$ cat src/rrpr_pkg.sv
// Shared types and constants for the rounded rectangle rasterizer.
// No dependencies.
`default_nettype none

package rrpr_pkg;

   localparam int RADIUS_BITS   = 9;
   localparam int COLOR_BITS    = 16;
   localparam int CSR_IDX_BITS  = 3;
   localparam int CSR_DATA_BITS = 16;
   // (radius + 1)^2 with radius up to 511 fits in 19 bits
   localparam int RAD_SQ_BITS   = 19;

   typedef logic [CSR_IDX_BITS-1:0]  csr_idx_type;
   typedef logic [CSR_DATA_BITS-1:0] csr_data_type;
   typedef logic [COLOR_BITS-1:0]    color_type;
   typedef logic [RADIUS_BITS-1:0]   radius_type;
   typedef logic [RAD_SQ_BITS-1:0]   rad_sq_type;

   localparam csr_idx_type CSR_LEFT_X        = 3'd0;
   localparam csr_idx_type CSR_TOP_Y         = 3'd1;
   localparam csr_idx_type CSR_RIGHT_X       = 3'd2;
   localparam csr_idx_type CSR_BOTTOM_Y      = 3'd3;
   localparam csr_idx_type CSR_CORNER_RADIUS = 3'd4;
   localparam csr_idx_type CSR_FILL_COLOR    = 3'd5;
   localparam csr_idx_type CSR_OUTSIDE_COLOR = 3'd6;

   // per-stage pipeline token
   typedef struct packed {
      logic valid;
      logic last;
   } tok_type;

endpackage

`default_nettype wire

$ cat src/rrpr_scan.sv
// Raster scan position and first pipeline stage (pixel position register).
// Depends on rrpr_pkg.
`default_nettype none

module rrpr_scan import rrpr_pkg::*; #(
   parameter int COORD_BITS = 10
) (
   input  wire logic                  clock,
   input  wire logic                  reset,
   input  wire logic                  req_valid,
   input  wire logic                  req_restart,
   input  wire logic                  adv,
   input  wire logic [COORD_BITS-1:0] span_x,
   input  wire logic [COORD_BITS-1:0] span_y,
   output logic      [COORD_BITS:0]   col_o,
   output logic      [COORD_BITS:0]   row_o,
   output tok_type                    tok_o,
   output logic      [COORD_BITS:0]   scan_col_o
);

   localparam int POS_BITS = COORD_BITS + 1;

   logic [POS_BITS-1:0] scan_col_ff, scan_row_ff;
   logic [POS_BITS-1:0] col, row;
   logic [POS_BITS-1:0] col_s1_ff, row_s1_ff;
   logic                last_s1_ff, valid_s1_ff;
   logic                end_row, last_row, fire;

   always_comb begin
      fire     = req_valid && adv;
      col      = req_restart ? '0 : scan_col_ff;
      row      = req_restart ? '0 : scan_row_ff;
      end_row  = col >= POS_BITS'(span_x);
      last_row = row >= POS_BITS'(span_y);
   end

   always_ff @(posedge clock) begin
      if (reset) begin
         scan_col_ff <= '0;
         scan_row_ff <= '0;
         valid_s1_ff <= 1'b0;
      end else begin
         if (adv) begin
            valid_s1_ff <= req_valid;
         end
         if (fire) begin
            if (end_row) begin
               scan_col_ff <= '0;
               scan_row_ff <= last_row ? '0 : row + 1'b1;
            end else begin
               scan_col_ff <= col + 1'b1;
               scan_row_ff <= row;
            end
         end
      end
   end

   always_ff @(posedge clock) begin
      if (fire) begin
         col_s1_ff  <= col;
         row_s1_ff  <= row;
         last_s1_ff <= end_row && last_row;
      end
   end

   assign col_o       = col_s1_ff;
   assign row_o       = row_s1_ff;
   assign tok_o.valid = valid_s1_ff;
   assign tok_o.last  = last_s1_ff;
   assign scan_col_o  = scan_col_ff;

endmodule

`default_nettype wire

$ cat config.mk
export PLATFORM = sky130hd
export DESIGN_NAME = rrpr_scan
export DESIGN_NICKNAME = d
export VERILOG_FILES = /design/src/rrpr_pkg.sv /design/src/rrpr_scan.sv
export SDC_FILE = /design/constraint.sdc
export NUM_CORES = 1
export LEC_CHECK = 0
export BUFFER_PORTS_ARGS = -buffer_cell sky130_fd_sc_hd__buf_2
export CAP_MARGIN = 20
export CORE_ASPECT_RATIO = 0.6
export CORE_MARGIN = 4
export CORE_UTILIZATION = 54
export DETAILED_ROUTE_END_ITERATION = 10
export PLACE_DENSITY = 0.8
export SYNTH_ARGS = -nofsm -noshare
export SYNTH_HDL_FRONTEND = slang
export SYNTH_SLANG_ARGS = --single-unit
$ cat constraint.sdc
create_clock -name clock -period 3.9 [get_ports clock]
set_clock_uncertainty 0.2 [all_clocks]
set_input_delay 0.195 -clock clock [delete_from_list [all_inputs] [get_ports clock]]
set_output_delay 0.195 -clock clock [all_outputs]
set_load 0.005 [all_outputs]
==> impl_metrics.json <==
{
  "status": "complete, no violations",
  "grt_overflow": 0,
  "rsz0062_at_grt": "no",
  "vias": 2201,
  "maxCapViolCount": 0,
  "critPathMaxStageDelay_ns": 0.44,
  "setup_viol": 0,
  "crit_path_end_kind": "flip-flop",
  "clock-sinks": 46,
  "nets": 377,
  "track_usage": 0.216,
  "cpLargestDelayFamily": "simple AND/OR/NAND/NOR gates",
  "worstMarginPinSlew_ns": 0.855,
  "synth_top_area_cell": "edfxtp_1",
  "die_area_sq_um": 5890,
  "max-vdd-ir-drop_mv": 0.164,
  "ant_nets": 0,
  "syn-num-nets": 319,
  "critPathKind": "flip-flop to flip-flop",
  "clk_pin_slew_ns": 0.10,
  "clock.fmax_ghz": 0.319,
  "wl_per_cell_um": 15.0,
  "worst_hold_slack_ns": 0.0828,
  "initialDrtViolationCount": 265,
  "grt_pass1_wl_mm": 9.67,
  "tns_ns": 0,
  "grt_pass1_vias": 2028,
  "die_w_um": 96.5,
  "path_buf_inv": 1,
  "worstPathRequired_ns": 3.91,
  "post-dp-hpwl_mm": 4.32,
  "cp-start-kind": "flip-flop",
  "num_rows": 18,
  "dr.pass1.iters": 5,
  "antenna_found_initial": 0,
  "cts_tree": "done",
  "critical_path.slowest_cell": "or2_1",
  "fp.dieH_um": 61.1,
  "cts_made_buffers": 5,
  "dpl_cell_area_sq_um": 2870,
  "num_antenna_cells": 0,
  "slew_viol_final": 0,
  "power.density_nw_per_um2": 338,
  "gp_congestion": 0.865,
  "synthArstFlopShare": 0,
  "synth_edf_count": 23,
  "final_area_sq_um": 3020,
  "htreeDepth": 2,
  "p_leak_nw": 1.30,
  "yosysSeqAreaShare": 0.454,
  "yosysWarningCount": 0,
  "start_util": 0.587,
  "avgViaCountPerCell": 5.60,
  "core-area_sq_um": 4320,
  "synth_area_leaders": "edfxtp_1 (27%), dfxtp_1 (18%), ha_1 (9.9%), nor2b_1 (5.2%), nand2_1 (4.0%)",
  "hp-class": "primary input to flip-flop",
  "drive_gt1_frac": 0.228,
  "synth.distinct_cells": 49,
  "remaining_drc_errors": 0,
  "max_slew_margin": 0.429,
  "crit_chain": "nor2b_1, inv_1, ha_1, nand2b_1, a31oi_1, o21ai_1, or2_1, nor2_1, a41oi_1, a311oi_1",
  "cts_root_buffer": "clkbuf_8",
  "synth_area_sq_um": 2540,
  "period_minus_slack_ns": 3.13,
  "drt-total-wl_mm": 5.89,
  "critPathArrivalTime_ns": 3.14,
  "fin_crit_sh": 0.803,
  "port_buffers": 59,
  "crit_fanout": 14,
  "clk_latency_ns": 0.31,
  "ys_ff_latch": 46,
  "synthFlopType": "edfxtp_1",
  "cts_buffer_depth": 2,
  "netlist_instances": 274,
  "syn2layout_area_growth_pct": 19.1,
  "grt_start_max_net_pins": 34,
  "finalHoldViolCount": 0,
  "avgSynthCellArea_sq_um": 9.26,
  "io_pins": 60,
  "netlist.area_leader.share": 0.272
}
[per-layer routing]
layer	vias to the layer above	track usage	share of wire
li1	1097	-	-
met3	6	0.0501	0.10
met1	989	0.316	0.49
met4	0	0.0739	0.0085
met5	-	0	0
met2	109	0.319	0.40
[power by group]
part	switching (mW)	internal, mW
Combinational	0.0467	0.0304
Clock	0.169	0.257
Sequential	0.00343	0.516
Total	0.219	0.804
[area by class of cell]
cell class	instances	area, sq um
Tap cell	60	75.1
Inverter	26	97.6
Timing Repair Buffer	64	335
Clock buffer	5	68.8
Fill cell	338	1300
Sequential cell	46	1150
Multi-Input combinational cell	189	1220
Clock inverter	3	68.8
[worst paths after layout]
check / startpoint / to / slack (ns) / cells past startpoint
setup / recovery: scan_col_o[0] / scan_col_o[3] / 0.77 / 10
hold / removal: reset / scan_col_o[10] / 0.08 / 2
setup reg to reg: scan_col_o[0] / scan_col_o[3] / 0.77 / 10
hold reg to reg: scan_row_ff[8] / scan_row_ff[8] / 0.28 / 2
[cells in the final DEF (no fill, tap or decap), drive strengths merged, types with 4 or more instances in the layout]
master / count
a31oi: 4
or3: 4
a21oi: 13
nand4: 4
clkbuf: 5
buf: 63
nor3: 6
ha: 20
o21ai: 19
nand2: 27
edfxtp: 23
nand3: 13
nor2b: 21
inv: 26
nor4: 5
dfxtp: 23
nor2: 17
[kinds of logic (layout without fill, tap and decap cells)]
logic type,Yosys count,after routing,share of synthesized area
simple gates,110,110,0.226
compound gates,56,56,0.147
flops,46,46,0.454
buf+inv,39,98,0.0631
fa+ha+maj,21,21,0.103
xor+xnor,2,2,0.00691
[synthesized netlist by cell type, drive strengths merged (6+ instances only)]
cell,n
nor3,6
nor2b,21
dfxtp,23
o21ai,19
buf,7
a21oi,13
ha,20
inv,26
edfxtp,23
nand3,13
clkbuf,6
nand2,27
nor2,17
[flip-flops by register name, summed over array words and instances (netlist names)]
name,cells
row_o,11
last_s1_ff,1
col_o,11
valid_s1_ff,1
scan_row_ff,11
scan_col_o,11
[metrics by stage]
step | util | total power, mW | instances | setup WS (ns)
2_1_floorplan | - | 0.573 | 274 | 1.14
3_3_place_gp | 0.665 | 0.604 | 384 | 0.729
3_5_place_dp | 0.665 | 0.607 | 384 | 0.635
4_1_cts | 0.699 | 1.02 | 393 | 0.814
5_1_grt | 0.699 | 1.06 | 393 | 0.513
6_report | 0.699 | 1.02 | 393 | 0.769
[timing repair]
| item | CTS | global route |
|---|---|---|
| resized for setup | 0 | 0 |
| hold endpoints to repair | 1 | 0 |
| buffers inserted | 0 | 0 |
| hold buffers | 1 | 0 |
No activity file was read; power rests on OpenSTA's default activity.
