[src/rrpr_pkg.sv]
// Shared types and constants for the rounded rectangle rasterizer.
// No dependencies.
`default_nettype none

package rrpr_pkg;

   localparam int RADIUS_BITS   = 9;
   localparam int COLOR_BITS    = 16;
   localparam int CSR_IDX_BITS  = 3;
   localparam int CSR_DATA_BITS = 16;
   // (radius + 1)^2 with radius up to 511 fits in 19 bits
   localparam int RAD_SQ_BITS   = 19;

   typedef logic [CSR_IDX_BITS-1:0]  csr_idx_type;
   typedef logic [CSR_DATA_BITS-1:0] csr_data_type;
   typedef logic [COLOR_BITS-1:0]    color_type;
   typedef logic [RADIUS_BITS-1:0]   radius_type;
   typedef logic [RAD_SQ_BITS-1:0]   rad_sq_type;

   localparam csr_idx_type CSR_LEFT_X        = 3'd0;
   localparam csr_idx_type CSR_TOP_Y         = 3'd1;
   localparam csr_idx_type CSR_RIGHT_X       = 3'd2;
   localparam csr_idx_type CSR_BOTTOM_Y      = 3'd3;
   localparam csr_idx_type CSR_CORNER_RADIUS = 3'd4;
   localparam csr_idx_type CSR_FILL_COLOR    = 3'd5;
   localparam csr_idx_type CSR_OUTSIDE_COLOR = 3'd6;

   // per-stage pipeline token
   typedef struct packed {
      logic valid;
      logic last;
   } tok_type;

endpackage

`default_nettype wire

[src/rrpr_shade.sv]
// Corner test, distance squares and colour pick: three stages ending in the result register.
// Depends on rrpr_pkg.
`default_nettype none

module rrpr_shade import rrpr_pkg::*; #(
   parameter int COORD_BITS = 10,
   parameter int OFF_BITS   = 12
) (
   input  wire logic                        clock,
   input  wire logic                        reset,
   input  wire logic        [COORD_BITS:0]  col,
   input  wire logic        [COORD_BITS:0]  row,
   input  wire tok_type                     tok_s1,
   input  wire logic        [COORD_BITS-1:0] left_x,
   input  wire logic        [COORD_BITS-1:0] top_y,
   input  wire logic        [COORD_BITS-1:0] cx,
   input  wire logic        [COORD_BITS-1:0] cy,
   input  wire logic signed [OFF_BITS-1:0]  off_x,
   input  wire logic signed [OFF_BITS-1:0]  off_y,
   input  wire rad_sq_type                  rad_sq,
   input  wire color_type                   fill,
   input  wire color_type                   outside,
   input  wire logic                        rsp_ready,
   output logic                             rsp_valid,
   output color_type                        rsp_color,
   output logic                             rsp_last,
   output logic                             adv
);

   localparam int W       = OFF_BITS + 2;
   localparam int DXW     = W - 1;
   localparam int SQW     = 2 * DXW;
   localparam int SUMW    = SQW + 1;

   logic signed [W-1:0] x, y, ax, ay, ox, oy, dx, dy;
   logic                corner;

   tok_type          tok_s2_ff, tok_s3_ff;
   logic             corner_s2_ff, corner_s3_ff;
   logic [DXW-1:0]   dx_s2_ff, dy_s2_ff;
   logic [SQW-1:0]   sqx_s3_ff, sqy_s3_ff;
   logic [SUMW-1:0]  dist_sq;

   logic             out_valid_ff, out_last_ff;
   color_type        out_color_ff;

   // whole pipe moves whenever the result slot is empty or being taken
   assign adv = !out_valid_ff || rsp_ready;

   // centre-relative position and corner offsets
   always_comb begin
      x      = signed'(W'(left_x)) + signed'(W'(col)) - signed'(W'(cx));
      y      = signed'(W'(top_y)) + signed'(W'(row)) - signed'(W'(cy));
      ax     = x[W-1] ? -x : x;
      ay     = y[W-1] ? -y : y;
      ox     = W'(off_x);
      oy     = W'(off_y);
      corner = (ax >= ox) && (ay >= oy);
      dx     = ax - ox;
      dy     = ay - oy;
   end

   assign dist_sq = SUMW'(sqx_s3_ff) + SUMW'(sqy_s3_ff);

   // valid bits reset, data follows the valid bits down the pipe
   always_ff @(posedge clock) begin
      if (reset) begin
         tok_s2_ff.valid <= 1'b0;
         tok_s3_ff.valid <= 1'b0;
         out_valid_ff    <= 1'b0;
      end else if (adv) begin
         tok_s2_ff.valid <= tok_s1.valid;
         tok_s3_ff.valid <= tok_s2_ff.valid;
         out_valid_ff    <= tok_s3_ff.valid;

         tok_s2_ff.last <= tok_s1.last;
         corner_s2_ff   <= corner;
         dx_s2_ff       <= dx[DXW-1:0];
         dy_s2_ff       <= dy[DXW-1:0];

         tok_s3_ff.last <= tok_s2_ff.last;
         corner_s3_ff   <= corner_s2_ff;
         sqx_s3_ff      <= SQW'(dx_s2_ff) * SQW'(dx_s2_ff);
         sqy_s3_ff      <= SQW'(dy_s2_ff) * SQW'(dy_s2_ff);

         out_last_ff    <= tok_s3_ff.last;
         out_color_ff   <= (corner_s3_ff && (dist_sq > SUMW'(rad_sq))) ? outside : fill;
      end
   end

   assign rsp_valid = out_valid_ff;
   assign rsp_color = out_color_ff;
   assign rsp_last  = out_last_ff;

endmodule

`default_nettype wire

[config.mk]
export PLATFORM = sky130hd
export DESIGN_NAME = rrpr_shade
export DESIGN_NICKNAME = d
export VERILOG_FILES = /design/src/rrpr_pkg.sv /design/src/rrpr_shade.sv
export SDC_FILE = /design/constraint.sdc
export NUM_CORES = 1
export LEC_CHECK = 0
export BUFFER_PORTS_ARGS = -buffer_cell sky130_fd_sc_hd__buf_2
export CAP_MARGIN = 20
export CORE_ASPECT_RATIO = 0.7
export CORE_MARGIN = 10
export CORE_UTILIZATION = 43
export CTS_BUF_LIST = sky130_fd_sc_hd__clkbuf_8
export DETAILED_ROUTE_END_ITERATION = 6
export GPL_ROUTABILITY_DRIVEN = 0
export SETUP_SLACK_MARGIN = 0.02
export SLEW_MARGIN = 10
export SYNTH_ARGS = -nofsm -noshare
export SYNTH_HDL_FRONTEND = slang
export SYNTH_SLANG_ARGS = --single-unit
[constraint.sdc]
create_clock -name clock -period 5.7 [get_ports clock]
set_clock_uncertainty 0.2 [all_clocks]
set_input_delay 0.57 -clock clock [delete_from_list [all_inputs] [get_ports clock]]
set_output_delay 0.57 -clock clock [all_outputs]
set_load 0.02 [all_outputs]
==> results of run 1 <==
## synthesized netlist by cell type, types with 27 or more instances
library cell	instances
and2_1	65
clkbuf_1	30
xor2_1	32
fa_1	219
a21oi_1	85
edfxtp_1	97
o21ai_0	51
nor2_1	79
xnor2_1	88
nand2_1	147
inv_1	461
ha_1	236
nor2b_1	27
## final timing paths
check | slack, ns | start | to
worst min-delay path | 0.13 | tok_s1[0] | tok_s2_ff[0]
worst max-delay path | -0.15 | dy_s2_ff[6] | sqy_s3_ff[25]
worst max register to register | -0.15 | dy_s2_ff[6] | sqy_s3_ff[25]
worst min register to register | 0.24 | tok_s3_ff[0] | rsp_last
## metal layers
| layer | GRT usage, % | up-vias |
|---|---|---|
| met5 | 0 | - |
| met4 | 3.09 | 0 |
| met3 | 3.21 | 26 |
| met2 | 25.0 | 260 |
| met1 | 22.5 | 6280 |
| li1 | - | 6652 |
## repair_timing
action	CTS	global route
setup endpoints to repair	10	35
gates resized for setup	54	67
pin swaps	53	41
setup buffers	30	14
## registers in the layout, summed over array words and instances (netlist names)
name	count
corner_s2_ff	1
rsp_color	16
tok_s2_ff	2
sqy_s3_ff	25
rsp_last	1
dx_s2_ff	13
sqx_s3_ff	25
dy_s2_ff	13
rsp_valid	1
corner_s3_ff	1
tok_s3_ff	2
## worst max-delay path, delay by kind of cell (launching register included)
family,cells,cell delay [ns]
adder cells (fa/ha/maj),6,2.74
AO/OA/AOI/OAI,7,1.24
AND/OR/NAND/NOR,2,0.66
flip-flops,1,0.54
XOR/XNOR,1,0.12
buffers and inverters,2,0.11
## stage by stage
stage	setup TNS, ns	hold WS (ns)	cell area [µm²]
after detailed placement	-2.50	0.215	19800
after floorplan	-0.0112	0.200	17200
after global placement	-1.61	0.203	19800
final	-0.319	0.131	20800
after global routing	-1.21	0.0864	20800
after CTS	-0.273	0.0724	20500
## final cells by class
| cell class | instances | area [µm²] | share of cell area, % |
|---|---|---|---|
| Antenna cell | 1 | 2.50 | 0.0120 |
| Inverter | 461 | 1730 | 8.33 |
| Multi-Input combinational cell | 1279 | 12800 | 61.5 |
| Sequential cell | 100 | 2970 | 14.3 |
| Tap cell | 535 | 669 | 3.22 |
| Clock inverter | 7 | 66.3 | 0.319 |
| Clock buffer | 9 | 124 | 0.596 |
| Timing Repair Buffer | 369 | 2440 | 11.7 |
## cells by family after synthesis
logic type	synth area share [%]
and+or+nand+nor	12.1
other	0.0219
AOI/OAI and AO/OA	9.51
DFF	17.3
muxes	1.30
buffers and inverters	10.8
xor gates and xnor gates	6.13
adders and majority gates	42.8
==> results.py, run 1 <==
metrics = {
    "run_status": {
        "status": "finished, violations left",
        "violations": "negative setup slack",
    },
    "routing": {
        "drt_iter0_drc": 620,
        "ant_nets": 0,
        "dr_wl_met3_mm": 1.85,
        "drc_errors": 0,
        "via_per_inst": 4.79,
        "route.met2.wl_mm": 16.6,
        "vias": 13218,
        "wire_per_inst_um": 13.7,
        "wl_met1_mm": 19.0,
        "top_layer_used": "met4",
        "wl_mm": 37.9,
        "dr.pass1.iters": 7,
    },
    "floorplanning": {
        "coreArea_mm2": 0.0395,
        "num_rows": 61,
        "start_util_pct": 43.4,
        "ios": 161,
        "die_h_um": 187,
        "die-area_mm2": 0.0484,
        "dieWidth_um": 259,
    },
    "timing": {
        "grt_setup_unrepaired": "yes",
        "setup_viol": 3,
        "tightest_slew_ns": 0.588,
        "relSlewSlack_pct": 59.8,
        "setup_ws_ns": -0.146,
        "hold_viol_final": 0,
        "fmax_ghz": 0.171,
        "min_period_ns": 5.85,
        "maxSlewViolCount": 0,
        "min_period_over_period_pct": 103,
    },
    "clocking": {
        "clock_sinks": 100,
        "cts_root_buffer": "clkbuf_8",
        "clock_path_buffers": 2,
        "cts.clk_slew.worst_paths_ns": 0.11,
        "numCtsBuffers": 9,
        "cts_hold_buf": 0,
        "cts_tree": "done",
        "htreeDepth": 3,
        "clk_latency_ns": 0.41,
    },
    "setup_path": {
        "critPathMaxFanout": 5,
        "crit_slowest_cell": "fa_1",
        "required_ns": 5.68,
        "path_class": "flip-flop to flip-flop",
        "r2r_cells": 18,
        "cp_cell_sequence": "and2_4 -> fa_1 -> inv_1 -> fa_1 -> fa_1 -> inv_1 -> fa_1 -> fa_1 -> ha_4 -> a21o_1 -> a31o_4 -> a31oi_4 -> o31ai_4 -> a21o_1 -> or4_4 -> a31oi_1 -> o21bai_1 -> xnor2_1",
        "cp.arrival_ns": 5.83,
        "slowest_delay_ns": 0.56,
        "cpMostUsedCell": "fa_1",
        "start_kind": "flip-flop",
        "setup.worst_path.end_class": "flip-flop",
    },
    "job": {
        "max-cap-violations": 0,
    },
    "layout": {
        "fin_util_pct": 52.6,
        "syn2layout_area_growth_pct": 21.1,
        "stdcell_count": 2761,
        "final_common_cell": "inv_1",
        "fillCellCount": 3704,
        "nets": 2817,
        "layout_common_cells": "inv_1 (456), ha_1 (226), fa_1 (213)",
        "drive_gt1_share_pct": 22.8,
    },
    "logic_synthesis": {
        "yosysSeqAreaShare_pct": 17.3,
        "synth_edf_count": 97,
        "synthArstFlopShare_pct": 0,
        "yosys_warnings": 0,
        "ys_types": 65,
        "yosysTopAreaCell": "fa_1",
        "synth.avg_cell_area_um2": 9.18,
        "synth_ff_type": "edfxtp_1",
        "syn-cell-area_mm2": 0.0172,
        "synth.top_cell.area_share_pct": 25.6,
        "syn_inst": 1869,
        "ys_seq_elements": 100,
        "synthTopCellsByArea": "fa_1 (26%), ha_1 (17%), edfxtp_1 (17%), inv_1 (10%), xnor2_1 (4.5%)",
    },
    "hold_path": {
        "min_path_cells": 1,
        "hold_class": "input pin to flip-flop",
    },
    "global_routing": {
        "grt_pass1_wl_mm": 64.7,
        "grt_pass1_vias": 13974,
        "grt-ovfl-total": 0,
        "antenna_found_initial": 1,
        "grt_max_degree": 38,
        "track_usage_pct": 16.0,
    },
    "place": {
        "io_buffers": 160,
        "dp.cells": 2705,
        "dp_hpwl_mm": 32.6,
        "dp_slack_ns": -0.339,
    },
}
Power of run 1 is not shown: default switching activity piles up to over one toggle a cycle in this logic, so the estimate is an artifact.
==> inputs of run 2 (changes only) <==
--- a/config.mk
+++ b/config.mk
@@ -6,13 +6,14 @@
 export NUM_CORES = 1
 export LEC_CHECK = 0
 export BUFFER_PORTS_ARGS = -buffer_cell sky130_fd_sc_hd__buf_2
-export CAP_MARGIN = 20
 export CORE_ASPECT_RATIO = 0.7
 export CORE_MARGIN = 10
 export CORE_UTILIZATION = 43
 export CTS_BUF_LIST = sky130_fd_sc_hd__clkbuf_8
 export DETAILED_ROUTE_END_ITERATION = 6
 export GPL_ROUTABILITY_DRIVEN = 0
+export PLACE_DENSITY = 0.6
+export RECOVER_POWER = 50
 export SETUP_SLACK_MARGIN = 0.02
 export SLEW_MARGIN = 10
 export SYNTH_ARGS = -nofsm -noshare
==> results.py, run 2 (same netlist as run 1, synthesis figures left out) <==
metrics = {
    "timing": {
        "whs_ns": 0.113,
        "tightest_slew_ns": 3.12,
        "min_period_ns": 5.85,
        "grt_setup_unrepaired": "yes",
        "setup_ws_ns": -0.151,
        "setup_tns_ns": -0.511,
        "maxSlewViolCount": 63,
        "min_period_over_period_pct": 103,
        "setup_viol": 7,
        "relSlewSlack_pct": -109,
        "fmax_ghz": 0.171,
        "hold_viol_final": 0,
    },
    "clocking": {
        "numCtsBuffers": 9,
        "cts_tree": "done",
        "clock_path_buffers": 2,
        "cts_root_buffer": "clkbuf_8",
        "htreeDepth": 3,
        "clock_sinks": 100,
        "cts.clk_slew.worst_paths_ns": 0.12,
        "cts_hold_buf": 0,
        "clk_latency_ns": 0.43,
    },
    "run_status": {
        "status": "finished, violations left",
        "violations": "max-capacitance violations, max-slew violations, negative setup slack",
    },
    "floorplanning": {
        "die-area_mm2": 0.0484,
        "start_util_pct": 43.4,
        "dieWidth_um": 259,
        "ios": 161,
        "coreArea_mm2": 0.0395,
        "die_h_um": 187,
        "num_rows": 61,
    },
    "place": {
        "io_buffers": 160,
        "dp_hpwl_mm": 32.4,
    },
    "setup_path": {
        "rr_startpoint": "dy_s2_ff[7]",
        "endpoint": "sqy_s3_ff[25]",
        "worstSetupStartpoint": "dy_s2_ff[7]",
        "setup.worst_path.end_class": "flip-flop",
        "critPathMaxFanout": 7,
        "r2r_end": "sqy_s3_ff[25]",
        "path_class": "flip-flop to flip-flop",
        "required_ns": 5.70,
        "r2r_cells": 19,
        "r2r_slack_ns": -0.15,
        "start_kind": "flip-flop",
        "cp.arrival_ns": 5.85,
    },
    "routing": {
        "wire_per_inst_um": 13.8,
        "dr.pass1.iters": 5,
        "vias": 13323,
        "ant_nets": 0,
        "via_per_inst": 4.81,
        "drt_iter0_drc": 738,
        "wl_mm": 38.1,
        "drc_errors": 0,
    },
    "layout": {
        "nets": 2824,
        "layout_common_cells": "inv_1 (454), ha_1 (225), fa_1 (213)",
        "fillCellCount": 3702,
        "syn2layout_area_growth_pct": 21.1,
        "drive_gt1_share_pct": 22.0,
        "final_common_cell": "inv_1",
        "fin_util_pct": 52.6,
    },
    "job": {
        "max-cap-violations": 2,
    },
    "global_routing": {
        "grt-ovfl-total": 0,
        "track_usage_pct": 16.1,
        "grt_pass1_vias": 14180,
        "grt_pass1_wl_mm": 65.4,
        "antenna_found_initial": 1,
        "grt_max_degree": 38,
    },
    "hold_path": {
        "hold_class": "input pin to flip-flop",
    },
}
==> run 2: changes by cell type in the layout (fill, tap and decap cells not counted), moves of 4 or more <==
| cell | before | now |
|---|---|---|
| buf_2 | 161 | 142 |
| nand2_1 | 134 | 139 |
| buf_4 | 194 | 189 |
| buf_6 | 12 | 21 |
| nor2_2 | 1 | 5 |
| clkbuf_1 | 0 | 21 |
| nand2_2 | 12 | 8 |
==> run 2: timing repair <==
item | CTS | global route
pin swaps | 43 | 46
gates resized for setup | 46 | 80
buffers inserted | 28 | 23
setup endpoints to repair | 10 | 35
==> run 2: critical path, stage by stage, from the launching register on <==
cell and delay (ns):
edfxtp_1 0.57, buf_6 0.19, nand2_2 0.07, inv_2 0.04, fa_1 0.50, fa_2 0.38
fa_1 0.56, inv_2 0.04, fa_1 0.52, inv_1 0.05, fa_1 0.43, ha_1 0.30
a2111o_1 0.42, a31oi_4 0.23, o31ai_4 0.11, a21o_1 0.19, or4_4 0.42, a31oi_1 0.19
o21bai_1 0.09, xnor2_1 0.12
==> run 2: final cells by class <==
class	count	area, µm²	area share [%]
Sequential cell	100	2970	14.3
Antenna cell	1	2.50	0.0120
Timing Repair Buffer	376	2470	11.9
Clock buffer	9	124	0.596
Multi-Input combinational cell	1279	12700	61.3
Tap cell	535	669	3.22
Inverter	461	1730	8.33
Clock inverter	7	66.3	0.319
==> run 2: worst min-delay path by stage <==
stage,start,end,cells past startpoint
after global placement,tok_s3_ff[0],rsp_last,0
after floorplan,corner_s2_ff,corner_s3_ff,0
after CTS,tok_s1[0],tok_s2_ff[0],1
final,tok_s1[0],tok_s2_ff[0],1
after detailed placement,corner_s2_ff,corner_s3_ff,0
after global routing,tok_s1[0],tok_s2_ff[0],1
==> run 2: routing by layer <==
metal	wire length, µm	track usage [%]
met5	0	0
met4	359	2.96
met3	1980	3.28
met2	16900	25.4
met1	18900	22.4
==> run 2: stage by stage <==
stage                     area, µm²  worst slack (ns)  instances
final                         20800            -0.151       2768
after global routing          20800            -0.318       2768
after CTS                     20400            -0.134       2747
after detailed placement      19800            -0.330       2704
after global placement        19800            -0.269       2704
after floorplan               17200           -0.0112       1871
Power of run 2 is left out for the same reason.
